$ cat config.mk
export PLATFORM = sky130hd
export DESIGN_NAME = button_click_classifier
export DESIGN_NICKNAME = d
export VERILOG_FILES = /design/src/rtl/bcc_pkg.sv /design/src/rtl/bcc_cfg.sv /design/src/rtl/bcc_core.sv /design/src/rtl/button_click_classifier.sv
export SDC_FILE = /design/constraint.sdc
export NUM_CORES = 1
export LEC_CHECK = 0
export ABC_AREA = 1
export BUFFER_PORTS_ARGS = -buffer_cell sky130_fd_sc_hd__buf_4
export CELL_PAD_IN_SITES_DETAIL_PLACEMENT = 1
export CELL_PAD_IN_SITES_GLOBAL_PLACEMENT = 1
export CORE_AREA = 2 2 141 143
export DETAILED_ROUTE_END_ITERATION = 6
export DIE_AREA = 0 0 143 145
export HOLD_SLACK_MARGIN = 0.06
export PLACE_DENSITY = 0.64
export SLEW_MARGIN = 10
export SYNTH_ARGS = -nofsm -noshare
export SYNTH_HDL_FRONTEND = slang
export SYNTH_SLANG_ARGS = --single-unit
$ cat constraint.sdc
create_clock -name clk -period 3.85 [get_ports clk]
set_input_delay 0.77 -clock clk [delete_from_list [all_inputs] [get_ports clk]]
set_output_delay 0.77 -clock clk [all_outputs]
set_load 0.02 [all_outputs]
$ cat src/rtl/bcc_pkg.sv
// ---------------------------------------------------------------------------
// bcc_pkg
// Shared types and codes for the button click classifier.
// ---------------------------------------------------------------------------
package bcc_pkg;

  localparam int TIMER_BITS_DEF = 16;
  localparam int CFG_W          = 16;
  localparam int CFG_IDX_W      = 2;

  // register indexes
  localparam logic [CFG_IDX_W-1:0] REG_TIMEOUT     = 2'd0;
  localparam logic [CFG_IDX_W-1:0] REG_LONG_PRESS  = 2'd1;
  localparam logic [CFG_IDX_W-1:0] REG_CLICK_WIN   = 2'd2;

  localparam logic [CFG_W-1:0] TIMEOUT_RST    = 16'd500;
  localparam logic [CFG_W-1:0] LONG_PRESS_RST = 16'd100;
  localparam logic [CFG_W-1:0] CLICK_WIN_RST  = 16'd40;

  // session phases
  localparam logic [1:0] PH_IDLE    = 2'd0;
  localparam logic [1:0] PH_PRESSED = 2'd1;
  localparam logic [1:0] PH_GAP     = 2'd2;

  // commands
  localparam logic [1:0] CMD_NONE   = 2'd0;
  localparam logic [1:0] CMD_UNLOCK = 2'd1;
  localparam logic [1:0] CMD_LOCK   = 2'd2;
  localparam logic [1:0] CMD_WINDOW = 2'd3;

  localparam logic [1:0] CLICK_MAX  = 2'd3;

  // item kinds
  localparam logic KIND_START = 1'b0;
  localparam logic KIND_TICK  = 1'b1;

  typedef struct packed {
    logic [CFG_W-1:0] timeout;
    logic [CFG_W-1:0] long_press;
    logic [CFG_W-1:0] click_win;
  } cfg_t;

endpackage

$ cat src/rtl/bcc_cfg.sv
// ---------------------------------------------------------------------------
// bcc_cfg
// Configuration register file: three limit registers, write only.
// ---------------------------------------------------------------------------
module bcc_cfg (
  input  logic                          clk,
  input  logic                          rst_n,
  input  logic                          cfg_we,
  input  logic [bcc_pkg::CFG_IDX_W-1:0] cfg_index,
  input  logic [bcc_pkg::CFG_W-1:0]     cfg_data,
  output bcc_pkg::cfg_t                 cfg
);

  bcc_pkg::cfg_t cfg_r, cfg_nxt;

  always_comb begin
    cfg_nxt = cfg_r;
    if (cfg_we) begin
      case (cfg_index)
        bcc_pkg::REG_TIMEOUT:    cfg_nxt.timeout    = cfg_data;
        bcc_pkg::REG_LONG_PRESS: cfg_nxt.long_press = cfg_data;
        bcc_pkg::REG_CLICK_WIN:  cfg_nxt.click_win  = cfg_data;
        default:                 cfg_nxt = cfg_r;
      endcase
    end
  end

  always_ff @(posedge clk) begin
    if (!rst_n) begin
      cfg_r.timeout    <= bcc_pkg::TIMEOUT_RST;
      cfg_r.long_press <= bcc_pkg::LONG_PRESS_RST;
      cfg_r.click_win  <= bcc_pkg::CLICK_WIN_RST;
    end else begin
      cfg_r <= cfg_nxt;
    end
  end

  assign cfg = cfg_r;

endmodule

$ cat src/rtl/bcc_core.sv
// ---------------------------------------------------------------------------
// bcc_core
// Session state and the per-item update: phase, timers, click count.
// ---------------------------------------------------------------------------
module bcc_core #(
  parameter int TIMER_BITS = bcc_pkg::TIMER_BITS_DEF
) (
  input  logic          clk,
  input  logic          rst_n,
  input  logic          fire,
  input  logic          kind,
  input  logic          down,
  input  bcc_pkg::cfg_t cfg,
  output logic          res_valid,
  output logic [1:0]    res_cmd
);

  localparam int CW = (TIMER_BITS > bcc_pkg::CFG_W) ? TIMER_BITS : bcc_pkg::CFG_W;
  localparam logic [TIMER_BITS-1:0] TMAX = {TIMER_BITS{1'b1}};

  logic [1:0]            phase_r, phase_nxt;
  logic [TIMER_BITS-1:0] elapsed_r, elapsed_nxt;
  logic [TIMER_BITS-1:0] ptimer_r, ptimer_nxt;
  logic [1:0]            clicks_r, clicks_nxt;
  logic                  done;

  function automatic logic [TIMER_BITS-1:0] bump(input logic [TIMER_BITS-1:0] v);
    bump = (v == TMAX) ? v : v + 1'b1;
  endfunction

  // a limit wider than the counter acts as the counter maximum
  function automatic logic reached(input logic [TIMER_BITS-1:0] v,
                                   input logic [bcc_pkg::CFG_W-1:0] lim);
    reached = (CW'(v) >= CW'(lim)) || (v == TMAX);
  endfunction

  function automatic logic [1:0] decide(input logic [1:0] c);
    if (c >= bcc_pkg::CLICK_MAX)
      decide = bcc_pkg::CMD_WINDOW;
    else if (c != 2'd0)
      decide = bcc_pkg::CMD_UNLOCK;
    else
      decide = bcc_pkg::CMD_NONE;
  endfunction

  always_comb begin
    phase_nxt   = phase_r;
    elapsed_nxt = elapsed_r;
    ptimer_nxt  = ptimer_r;
    clicks_nxt  = clicks_r;
    res_valid   = 1'b0;
    res_cmd     = bcc_pkg::CMD_NONE;
    done        = 1'b0;
    if (fire) begin
      if (kind == bcc_pkg::KIND_START) begin
        elapsed_nxt = '0;
        ptimer_nxt  = '0;
        clicks_nxt  = '0;
        if (!down) begin
          phase_nxt = bcc_pkg::PH_IDLE;
          res_valid = 1'b1;
          res_cmd   = bcc_pkg::CMD_UNLOCK;
        end else begin
          phase_nxt = bcc_pkg::PH_PRESSED;
        end
      end else if (phase_r == bcc_pkg::PH_PRESSED || phase_r == bcc_pkg::PH_GAP) begin
        elapsed_nxt = bump(elapsed_r);
        ptimer_nxt  = bump(ptimer_r);
        if (phase_r == bcc_pkg::PH_PRESSED) begin
          if (!down) begin
            if (clicks_r < bcc_pkg::CLICK_MAX)
              clicks_nxt = clicks_r + 2'd1;
            phase_nxt  = bcc_pkg::PH_GAP;
            ptimer_nxt = '0;
          end else if (reached(ptimer_nxt, cfg.long_press)) begin
            phase_nxt = bcc_pkg::PH_IDLE;
            res_valid = 1'b1;
            res_cmd   = bcc_pkg::CMD_LOCK;
            done      = 1'b1;
          end
        end else begin
          if (down) begin
            phase_nxt  = bcc_pkg::PH_PRESSED;
            ptimer_nxt = '0;
          end else if (reached(ptimer_nxt, cfg.click_win)) begin
            phase_nxt = bcc_pkg::PH_IDLE;
            res_valid = 1'b1;
            res_cmd   = decide(clicks_nxt);
            done      = 1'b1;
          end
        end
        // overall timeout, only if the session is still open
        if (!done && reached(elapsed_nxt, cfg.timeout)) begin
          phase_nxt = bcc_pkg::PH_IDLE;
          res_valid = 1'b1;
          res_cmd   = decide(clicks_nxt);
        end
      end else begin
        phase_nxt = bcc_pkg::PH_IDLE;
      end
    end
  end

  always_ff @(posedge clk) begin
    if (!rst_n) begin
      phase_r   <= bcc_pkg::PH_IDLE;
      elapsed_r <= '0;
      ptimer_r  <= '0;
      clicks_r  <= '0;
    end else begin
      phase_r   <= phase_nxt;
      elapsed_r <= elapsed_nxt;
      ptimer_r  <= ptimer_nxt;
      clicks_r  <= clicks_nxt;
    end
  end

endmodule

$ cat src/rtl/button_click_classifier.sv
// Flow: an accepted item is held in the input register until the result
//   register can take a result; its command, if any, is then registered there.
// Throughput: one item per cycle when not stalled; the session update is one
//   pass of counters and compares between the input and result registers.
// Reset (rst_n low, synchronous): session idle, timers and clicks cleared,
//   no item held, limits back to 500 / 100 / 40 ticks.
// ---------------------------------------------------------------------------
// button_click_classifier
// Turns button samples into unlock, lock, window or none commands; a timeout also ends a session.
// ---------------------------------------------------------------------------
module button_click_classifier #(
  parameter int TIMER_BITS = bcc_pkg::TIMER_BITS_DEF
) (
  input  logic                          clk,
  input  logic                          rst_n,
  input  logic                          in_valid,
  output logic                          in_stall,
  input  logic                          in_kind,
  input  logic                          in_button_down,
  output logic                          out_valid,
  input  logic                          out_stall,
  output logic [1:0]                    out_command,
  input  logic                          cfg_we,
  input  logic [bcc_pkg::CFG_IDX_W-1:0] cfg_index,
  input  logic [bcc_pkg::CFG_W-1:0]     cfg_data
);

  bcc_pkg::cfg_t cfg;

  logic       in_vld_r, in_vld_nxt;
  logic       kind_r, down_r;
  logic       out_vld_r, out_vld_nxt;
  logic [1:0] out_cmd_r, out_cmd_nxt;
  logic       accept, advance;
  logic       res_valid;
  logic [1:0] res_cmd;

  // the held item moves on whenever the result register can take a result
  assign advance  = in_vld_r && (!out_vld_r || !out_stall);
  assign in_stall = in_vld_r && out_vld_r && out_stall;
  assign accept   = in_valid && !in_stall;

  bcc_cfg u_cfg (
    .clk       (clk),
    .rst_n     (rst_n),
    .cfg_we    (cfg_we),
    .cfg_index (cfg_index),
    .cfg_data  (cfg_data),
    .cfg       (cfg)
  );

  bcc_core #(
    .TIMER_BITS (TIMER_BITS)
  ) u_core (
    .clk       (clk),
    .rst_n     (rst_n),
    .fire      (advance),
    .kind      (kind_r),
    .down      (down_r),
    .cfg       (cfg),
    .res_valid (res_valid),
    .res_cmd   (res_cmd)
  );

  always_comb begin
    in_vld_nxt = in_vld_r;
    if (accept)
      in_vld_nxt = 1'b1;
    else if (advance)
      in_vld_nxt = 1'b0;

    out_vld_nxt = out_vld_r;
    out_cmd_nxt = out_cmd_r;
    if (advance && res_valid) begin
      out_vld_nxt = 1'b1;
      out_cmd_nxt = res_cmd;
    end else if (!out_stall) begin
      out_vld_nxt = 1'b0;
    end
  end

  always_ff @(posedge clk) begin
    if (!rst_n) begin
      in_vld_r  <= 1'b0;
      out_vld_r <= 1'b0;
    end else begin
      in_vld_r  <= in_vld_nxt;
      out_vld_r <= out_vld_nxt;
    end
  end

  always_ff @(posedge clk) begin
    if (accept) begin
      kind_r <= in_kind;
      down_r <= in_button_down;
    end
    out_cmd_r <= out_cmd_nxt;
  end

  assign out_valid   = out_vld_r;
  assign out_command = out_cmd_r;

endmodule

---- After elaboration in Yosys (flattened, before gate mapping) ----
Cells that the tools add are included.
storage, ports and cells
  flip-flop bits (word level) ............. 90
  word-level logic and storage cells ...... 113
cells by class
  $add $sub $neg .......................... 3
  $lt $le $gt $ge ......................... 6
  equality and inequality tests ........... 12
  mux-type cells .......................... 56
  reduce and logical (&&, ||, !) cells .... 24
operators with widths
  kind                                                                      count
  16-bit two-way mux                                                        9
  16-bit == test (second input constant)                                    4
  2-bit two-way mux                                                         26
  16-bit greater-or-equal comparator                                        3
  16-bit by 1-bit adder with 16-bit output (second input constant)          2
  1-bit two-way mux                                                         21
  6-bit inequality test (second input constant)                             2
  2-bit AND reduction                                                       4
  1-bit logical AND                                                         6
  2-bit nonzero test                                                        3
  1-bit logical OR                                                          5
  2-bit by 1-bit == test with 1-bit output (second input constant)          2
  2-bit == test (second input constant)                                     2
  2-bit greater-or-equal comparator (second input constant)                 2
  1-bit zero test                                                           4
  2-bit by 1-bit inequality test with 1-bit output (second input constant)  2
  3-bit AND reduction                                                       1
  2-bit by 1-bit adder with 2-bit output (second input constant)            1
  2-bit zero test                                                           1
  2-bit < comparator (second input constant)                                1

---- Depth between registers and ports, before layout ----
  word-level depth ........................ 18
  depth in mapped cells ................... 27
  mapped depth without buffers ............ 26

---- Cells and area by module ----
From an unflattened synthesis, not the netlist that was laid out.
unflattened totals
  cells, all modules ...................... 932
  area, all modules ....................... 6009.5 µm²
modules (own cells, without submodules)
  module                   instances  cells each  area each (µm²)  seq. area each (µm²)
  bcc_core                 1          619         3806.2           720.7
  bcc_cfg                  1          292         1979.4           960.9
  button_click_classifier  1          21          224.0            160.2

---- Worst setup path after synthesis ----
No wires, ideal clock.
  path kind ............................... register to register
  start ................................... reg u_core.elapsed_r[0]
  end ..................................... reg out_cmd_r[0], in the netlist out_command[0], enable pin
  arrival time ............................ 2585 ps
  required time ........................... 3603 ps
  path slack .............................. 1017 ps
  cell stages (with the launch flop) ...... 22
  buffers on the path ..................... 0
  period minus slack after synthesis ...... 2833 ps
  cell sequence ........................... dfxtp_1 ha_1 nand2_1 nor2_1 nand2_1 nor2_2 inv_2 nor2_1 nor2_1 ha_1 inv_1 nor2_1 o21ai_0 a21boi_0 o21ai_0 nand2_1 a21oi_1 nand2_2 inv_1 nand2_1 o21ai_1 inv_1
on the way
  cells in the longest elaborated chain, start to end .. 10
  elaborated cells between the ends (all ways) .. 12
  those cells by class .................... add/sub: 1; order compare: 1; eq/ne: 2; mux: 5; reduce/logical: 3
RTL lines
  what                                                                               line                           source
  start: declaration                                                                 bcc_core.sv:22                 logic [TIMER_BITS-1:0] elapsed_r, elapsed_nxt;
  start signal: assignment                                                           bcc_core.sv:112                elapsed_r <= elapsed_nxt;
  16-bit by 1-bit adder with 16-bit output / 16-bit == test (equally long branches)  bcc_core.sv:28                 bump = (v == TMAX) ? v : v + 1'b1;
  16-bit two-way mux *                                                               bcc_core.sv:28
  16-bit greater-or-equal comparator / 16-bit == test (equally long branches)        bcc_core.sv:34                 reached = (CW'(v) >= CW'(lim)) || (v == TMAX);
  1-bit logical OR *                                                                 bcc_core.sv:34
  1-bit logical AND *                                                                bcc_core.sv:93                 if (!done && reached(elapsed_nxt, cfg.timeout)) begin
  1-bit two-way mux *                                                                bcc_core.sv:93
  1-bit two-way mux *                                                                bcc_core.sv:66                 end else if (phase_r == bcc_pkg::PH_PRESSED || phase_r == bcc_pkg::PH_GAP) begin
  1-bit two-way mux *                                                                bcc_core.sv:55                 if (kind == bcc_pkg::KIND_START) begin
  1-bit two-way mux *                                                                bcc_core.sv:54                 if (fire) begin
  1-bit logical AND *                                                                button_click_classifier.sv:74  if (advance && res_valid) begin
  end signal: assignment                                                             button_click_classifier.sv:97  out_cmd_r <= out_cmd_nxt;
  end: declaration                                                                   button_click_classifier.sv:33  logic [1:0] out_cmd_r, out_cmd_nxt;
Every way passes the cells marked *; elsewhere a longest branch is shown, timed or not.
A chain may end at the register's enable or synchronous reset.

---- Worst setup path after layout ----
  start ................................... reg u_core.ptimer_r[0]
  end ..................................... reg out_cmd_r[0], in the netlist out_command[0], enable pin
on the way
  cells in the longest elaborated chain, start to end .. 17
  elaborated cells between the ends (all ways) .. 23
  those cells by class .................... add/sub: 1; order compare: 2; eq/ne: 2; mux: 13; reduce/logical: 5
RTL lines
  what                                                                               line                            source
  start: declaration                                                                 bcc_core.sv:23                  logic [TIMER_BITS-1:0] ptimer_r, ptimer_nxt;
  start signal: assignment                                                           bcc_core.sv:113                 ptimer_r <= ptimer_nxt;
  16-bit by 1-bit adder with 16-bit output / 16-bit == test (equally long branches)  bcc_core.sv:28
  16-bit two-way mux *                                                               bcc_core.sv:28
  16-bit greater-or-equal comparator / 16-bit == test (equally long branches)        bcc_core.sv:34
  1-bit logical OR                                                                   bcc_core.sv:34
  1-bit two-way mux (on tied branches)                                               bcc_core.sv:85, bcc_core.sv:75
  1-bit two-way mux (on tied branches)                                               bcc_core.sv:82, bcc_core.sv:70
  1-bit two-way mux *                                                                bcc_core.sv:69                  if (phase_r == bcc_pkg::PH_PRESSED) begin
  1-bit two-way mux                                                                  bcc_core.sv:66
  1-bit two-way mux                                                                  bcc_core.sv:55
  1-bit two-way mux                                                                  bcc_core.sv:54
  1-bit zero test                                                                    bcc_core.sv:93
  1-bit logical AND                                                                  bcc_core.sv:93
  1-bit two-way mux *                                                                bcc_core.sv:93
  1-bit two-way mux *                                                                bcc_core.sv:66
  1-bit two-way mux *                                                                bcc_core.sv:55
  1-bit two-way mux *                                                                bcc_core.sv:54
  1-bit logical AND *                                                                button_click_classifier.sv:74
Every way passes the cells marked *; elsewhere a longest branch is shown, timed or not. The select of a mux whose other input is x is not followed.

==> run summary <==
The flow ran to the end, and the final reports show no timing, DRC or antenna violations. The number of buffers added on ports is 28, and the number of antenna violations at the first check in global routing is 0. The run gives 0.00184 mm² as the area of all sequential standard cells. For the area inside the core boundary, the log shows 0.0192 mm². The ratio of routed vias to standard cells came out at 4.66. Summed over all nets, the switching power comes to 560 µW. The run gives 90 as the number of sinks handled by clock tree synthesis. The largest vdd supply drop was 0.206 mV; the total track usage was 0.168.

The endpoint identified for the worst register-to-register timing path is out_command[0]$_SDFFCE_PN0P_. Setup violations remaining at the end of the flow were counted as 0. After technology mapping, the gate count stands at 845. The chip height was 145 µm. STA classifies the critical path startpoint as a register. Setup repair after global routing left no endpoint under its margin. For flop-to-flop paths, the worst setup slack is 0.44 ns. Synthesis inferred 90 register bits.

The share of post-route cells with drive strength above 1 came out at 0.0894. Setup slack on the critical path of the routed design comes to 0.436 ns. The startpoint identified for the worst register-to-register timing path is u_core.ptimer_r[0]$_SDFFE_PN0P_. The number of hold violations in the final report is 0.

STA classifies the critical path endpoint as a register. Layout overhead on the synthesized area: 14.2%. The worst setup path is of the register to register kind. The fraction of power consumed by the clock network is 0.452, and the post-route minimum period is 3.41 ns. For this run, the number of standard cells in the final layout without fillers is 1,137. For the number of distinct library cell variants in the gate-level netlist after synthesis, the log shows 33. The antenna violation net count after detailed routing is 0, and the internal power contribution is 1570 µW.

The fraction of post-synthesis cell area in the top cell type by area works out to 0.304. The global-route track usage on met3 was 0.0284; the post-route clock period utilization was 0.887. The tools report the cell area after synthesis as 0.00567 mm². Derived from the worst setup path, the maximum achievable clock frequency is 293 MHz. The logs give 0.0101 ns for the setup clock skew after layout and 0.785 for the routability congestion estimate from global placement.

The I/O pin total was 29; the largest driver fanout on the critical path was 14. In the routed design, unresolved DRC markers number 0. For this run, the number of Yosys warnings is 0.

The proportion of total power due to net switching is 0.263. The share of flip-flops with an asynchronous set or reset after synthesis is 0, and the static leakage is 0.00280 µW. The tools report the worst slew slack as a fraction of its limit as 0.472. The H-tree depth was 3. Met1 track demand over resource: 0.219. For the pin with the worst max-slew slack, the measured transition is 0.791 ns. 0 antenna diodes ended up in the layout. Clock-pin slew was measured on the worst setup and hold paths at 0.08 ns.

The portion of the post-synthesis area used by sequential elements was 0.325. Data on the critical path is required at its endpoint by 3.96 ns. For the arrival time at the worst endpoint, the log shows 3.52 ns.

Max-cap violations in this run came to 0. The number of cells on the worst reg-to-reg path was 22. The count of flip-flops with a built-in enable after synthesis was 4; the HPWL reported at the end of detailed placement was 12,800 µm. No sink is reached through more buffers than the 2 on the longest clock path.

For the worst-skew pair, the clock arrives at the later sink with an insertion delay of 0.35 ns. Wires add up to 16,500 µm. The worst hold-check path type is register to register. The root cell of the clock tree was clkbuf_16. In the final design database the tool counted 945 nets.

The proportion of power drawn by combinational gates is 0.088. The multi-input combinational cells in the finished layout cover a total of 0.00330 mm². The most critical setup path has its endpoint at out_command[0]$_SDFFCE_PN0P_. The logs give 0 for the final count of pins violating max slew and 2,450 for the filler cell count. The floorplan step set the die width to 143 µm. Dividing the detail-routed wire length by the instance count gives 14.5 µm. Counting every net in the synthesized netlist gives 923. The tools report the global-route met2 utilization as 0.289.

The logs give 0.295 for the initial core utilization and 4 for the first-pass iteration count of the detailed router. The first global-routing pass estimated 27,800 µm of wire. The total clock buffers created by CTS is 9, and the relative contribution of sequential cells to total power is 0.460.

The commonest register cell after synthesis is dfxtp_1. Adding up every negative setup slack in the final design gives 0 ns. In this run, the number of DRC markers left after iteration 0 of detailed routing was 227. Most area-hungry cell type in the Yosys netlist: dfxtp_1. Ranked by total cell area, the synthesized netlist is headed by dfxtp_1, nand2_1, ha_1. After floorplanning, the core was divided into 51 placement rows.

Buffers inserted to repair hold after CTS numbered 0. Power per cell area: 328 mW/mm². The final design utilization is 0.337. The floorplan step defined a die boundary enclosing 0.0207 mm². The number of cells after detailed placement came out at 1,121.

For the via count of the first global-routing pass, the log shows 5,394. The layer flagged by global routing as most heavily used is met2. The routed layout has 5,293 vias. Overall overflow remaining after global route: 0.

Tracing the worst setup path back leads to its startpoint at u_core.ptimer_r[0]$_SDFFE_PN0P_. Post-place setup slack: 0.392 ns. Entering global routing, the biggest net connects 51 pins.

The average cell area after synthesis came out at 6.71 µm². TritonCTS built the clock tree.
## worst max-delay path, cell delays in order, from the launching register on
cell     delay [ns]
dfxtp_1        0.47
ha_2           0.28
nand2_2        0.08
nor2_4         0.12
nand2_4        0.09
nor2_4         0.12
inv_2          0.12
nand2_1        0.20
ha_1           0.28
nand2_1        0.07
inv_1          0.03
o21ai_0        0.13
nand2_1        0.08
a21oi_1        0.16
o21ai_0        0.10
nor2_1         0.10
nand2_1        0.13
nand2_1        0.09
nand2_1        0.06
nand2_2        0.09
nand2_1        0.06
o21ai_1        0.17
inv_1          0.09
## power by group through the flow
| stage | clock network (µW) | registers, µW | logic [µW] |
|---|---|---|---|
| floorplan | 0 | 998 | 116 |
| global placement | 0 | 1000 | 186 |
| detailed placement | 0 | 1000 | 188 |
| CTS | 992 | 979 | 190 |
| global route | 1030 | 981 | 217 |
| finish | 960 | 978 | 187 |
## state kept, by name (all words and copies together) (netlist names)
| register | count |
|---|---|
| u_core.phase_r | 2 |
| u_cfg.cfg | 48 |
| out_command | 2 |
| down_r | 1 |
| in_vld_r | 1 |
| u_core.elapsed_r | 16 |
| u_core.clicks_r | 2 |
| out_valid | 1 |
| kind_r | 1 |
| u_core.ptimer_r | 16 |
## how the worst min path moves through the flow
stage / cells past startpoint / endpoint / start / slack [ns]
6_report: 2 / u_cfg.cfg[33]$_SDFFE_PN0P_ / u_cfg.cfg[33]$_SDFFE_PN0P_ / 0.46
3_5_place_dp: 2 / u_cfg.cfg[13]$_SDFFE_PN0P_ / u_cfg.cfg[13]$_SDFFE_PN0P_ / 0.46
2_1_floorplan: 2 / u_cfg.cfg[10]$_SDFFE_PN0P_ / u_cfg.cfg[10]$_SDFFE_PN0P_ / 0.43
4_1_cts: 2 / u_cfg.cfg[33]$_SDFFE_PN0P_ / u_cfg.cfg[33]$_SDFFE_PN0P_ / 0.47
5_1_grt: 2 / u_cfg.cfg[13]$_SDFFE_PN0P_ / u_cfg.cfg[13]$_SDFFE_PN0P_ / 0.49
3_3_place_gp: 2 / u_cfg.cfg[1]$_SDFFE_PN0P_ / u_cfg.cfg[1]$_SDFFE_PN0P_ / 0.45
## logic make-up (layout without fill, tap and decap cells)
group                    count (synthesis)  in the layout  synth area share
AND/OR/NAND/NOR                        372            372             0.276
AO/OA/AOI/OAI                          180            180             0.168
buffers and inverters                  138            165            0.0957
flip-flops                              90             90             0.325
adder cells (fa/ha/maj)                 53             53             0.117
XOR/XNOR                                12             12            0.0185
## repair_timing
item | 4_1_cts | 5_1_grt
endpoints found under the setup margin | 0 | 3
buffers inserted | 0 | 0
resized for setup | 0 | 2
## metal layers
layer | routed length [µm] | part of all wire
met5 | 0 | 0
met4 | 189 | 0.011
met3 | 260 | 0.016
met2 | 7970 | 0.48
met1 | 8080 | 0.49
## per-stage QoR
step | total power [µW] | cell area (µm²) | hold WS, ns
finish | 2130 | 6480 | 0.461
global route | 2220 | 6480 | 0.493
CTS | 2160 | 6470 | 0.467
detailed placement | 1190 | 6150 | 0.455
global placement | 1190 | 6150 | 0.453
floorplan | 1110 | 5670 | 0.435
## area by class of cell
class | instances | share of cell area
clock buffers | 10 | 0.0369
clock inverters | 6 | 0.0118
well taps | 265 | 0.0512
inverters | 115 | 0.0667
repair buffers | 34 | 0.0394
flip-flops and latches | 90 | 0.284
multi-input cells | 617 | 0.510
## synth_stat cells (3+ instances only)
cell type,count
o21ai_1,3
nand2_2,8
nor3_1,8
nor2_1,64
buf_6,3
o211ai_1,13
nand2_1,228
clkbuf_1,16
a21oi_1,102
nand4_1,12
o21ai_0,53
o21bai_1,3
nor2_2,5
ha_1,53
dfxtp_1,86
xnor2_1,5
edfxtp_1,4
inv_1,108
nor2_4,3
nand3_1,40
inv_2,5
xor2_1,7
## cells in the final DEF, fill, tap and decap left out, drive strengths merged
cell type | Yosys | routed
o21bai | 3 | 3
ha | 53 | 53
a21oi | 102 | 102
nor3 | 8 | 8
a31oi | 1 | 1
clkbuf | 16 | 10
bufinv | 0 | 1
dfxtp | 86 | 86
inv | 113 | 117
clkinv | 2 | 3
buf | 7 | 34
edfxtp | 4 | 4
o21ai | 57 | 57
nor2 | 72 | 72
nand2 | 237 | 237
nand4 | 12 | 12
nand3 | 42 | 42
o211ai | 13 | 13
a21o | 2 | 2
xor2 | 7 | 7
nor4 | 1 | 1
a21boi | 1 | 1
o22ai | 1 | 1
xnor2 | 5 | 5
(Power assumes the default switching activity.)
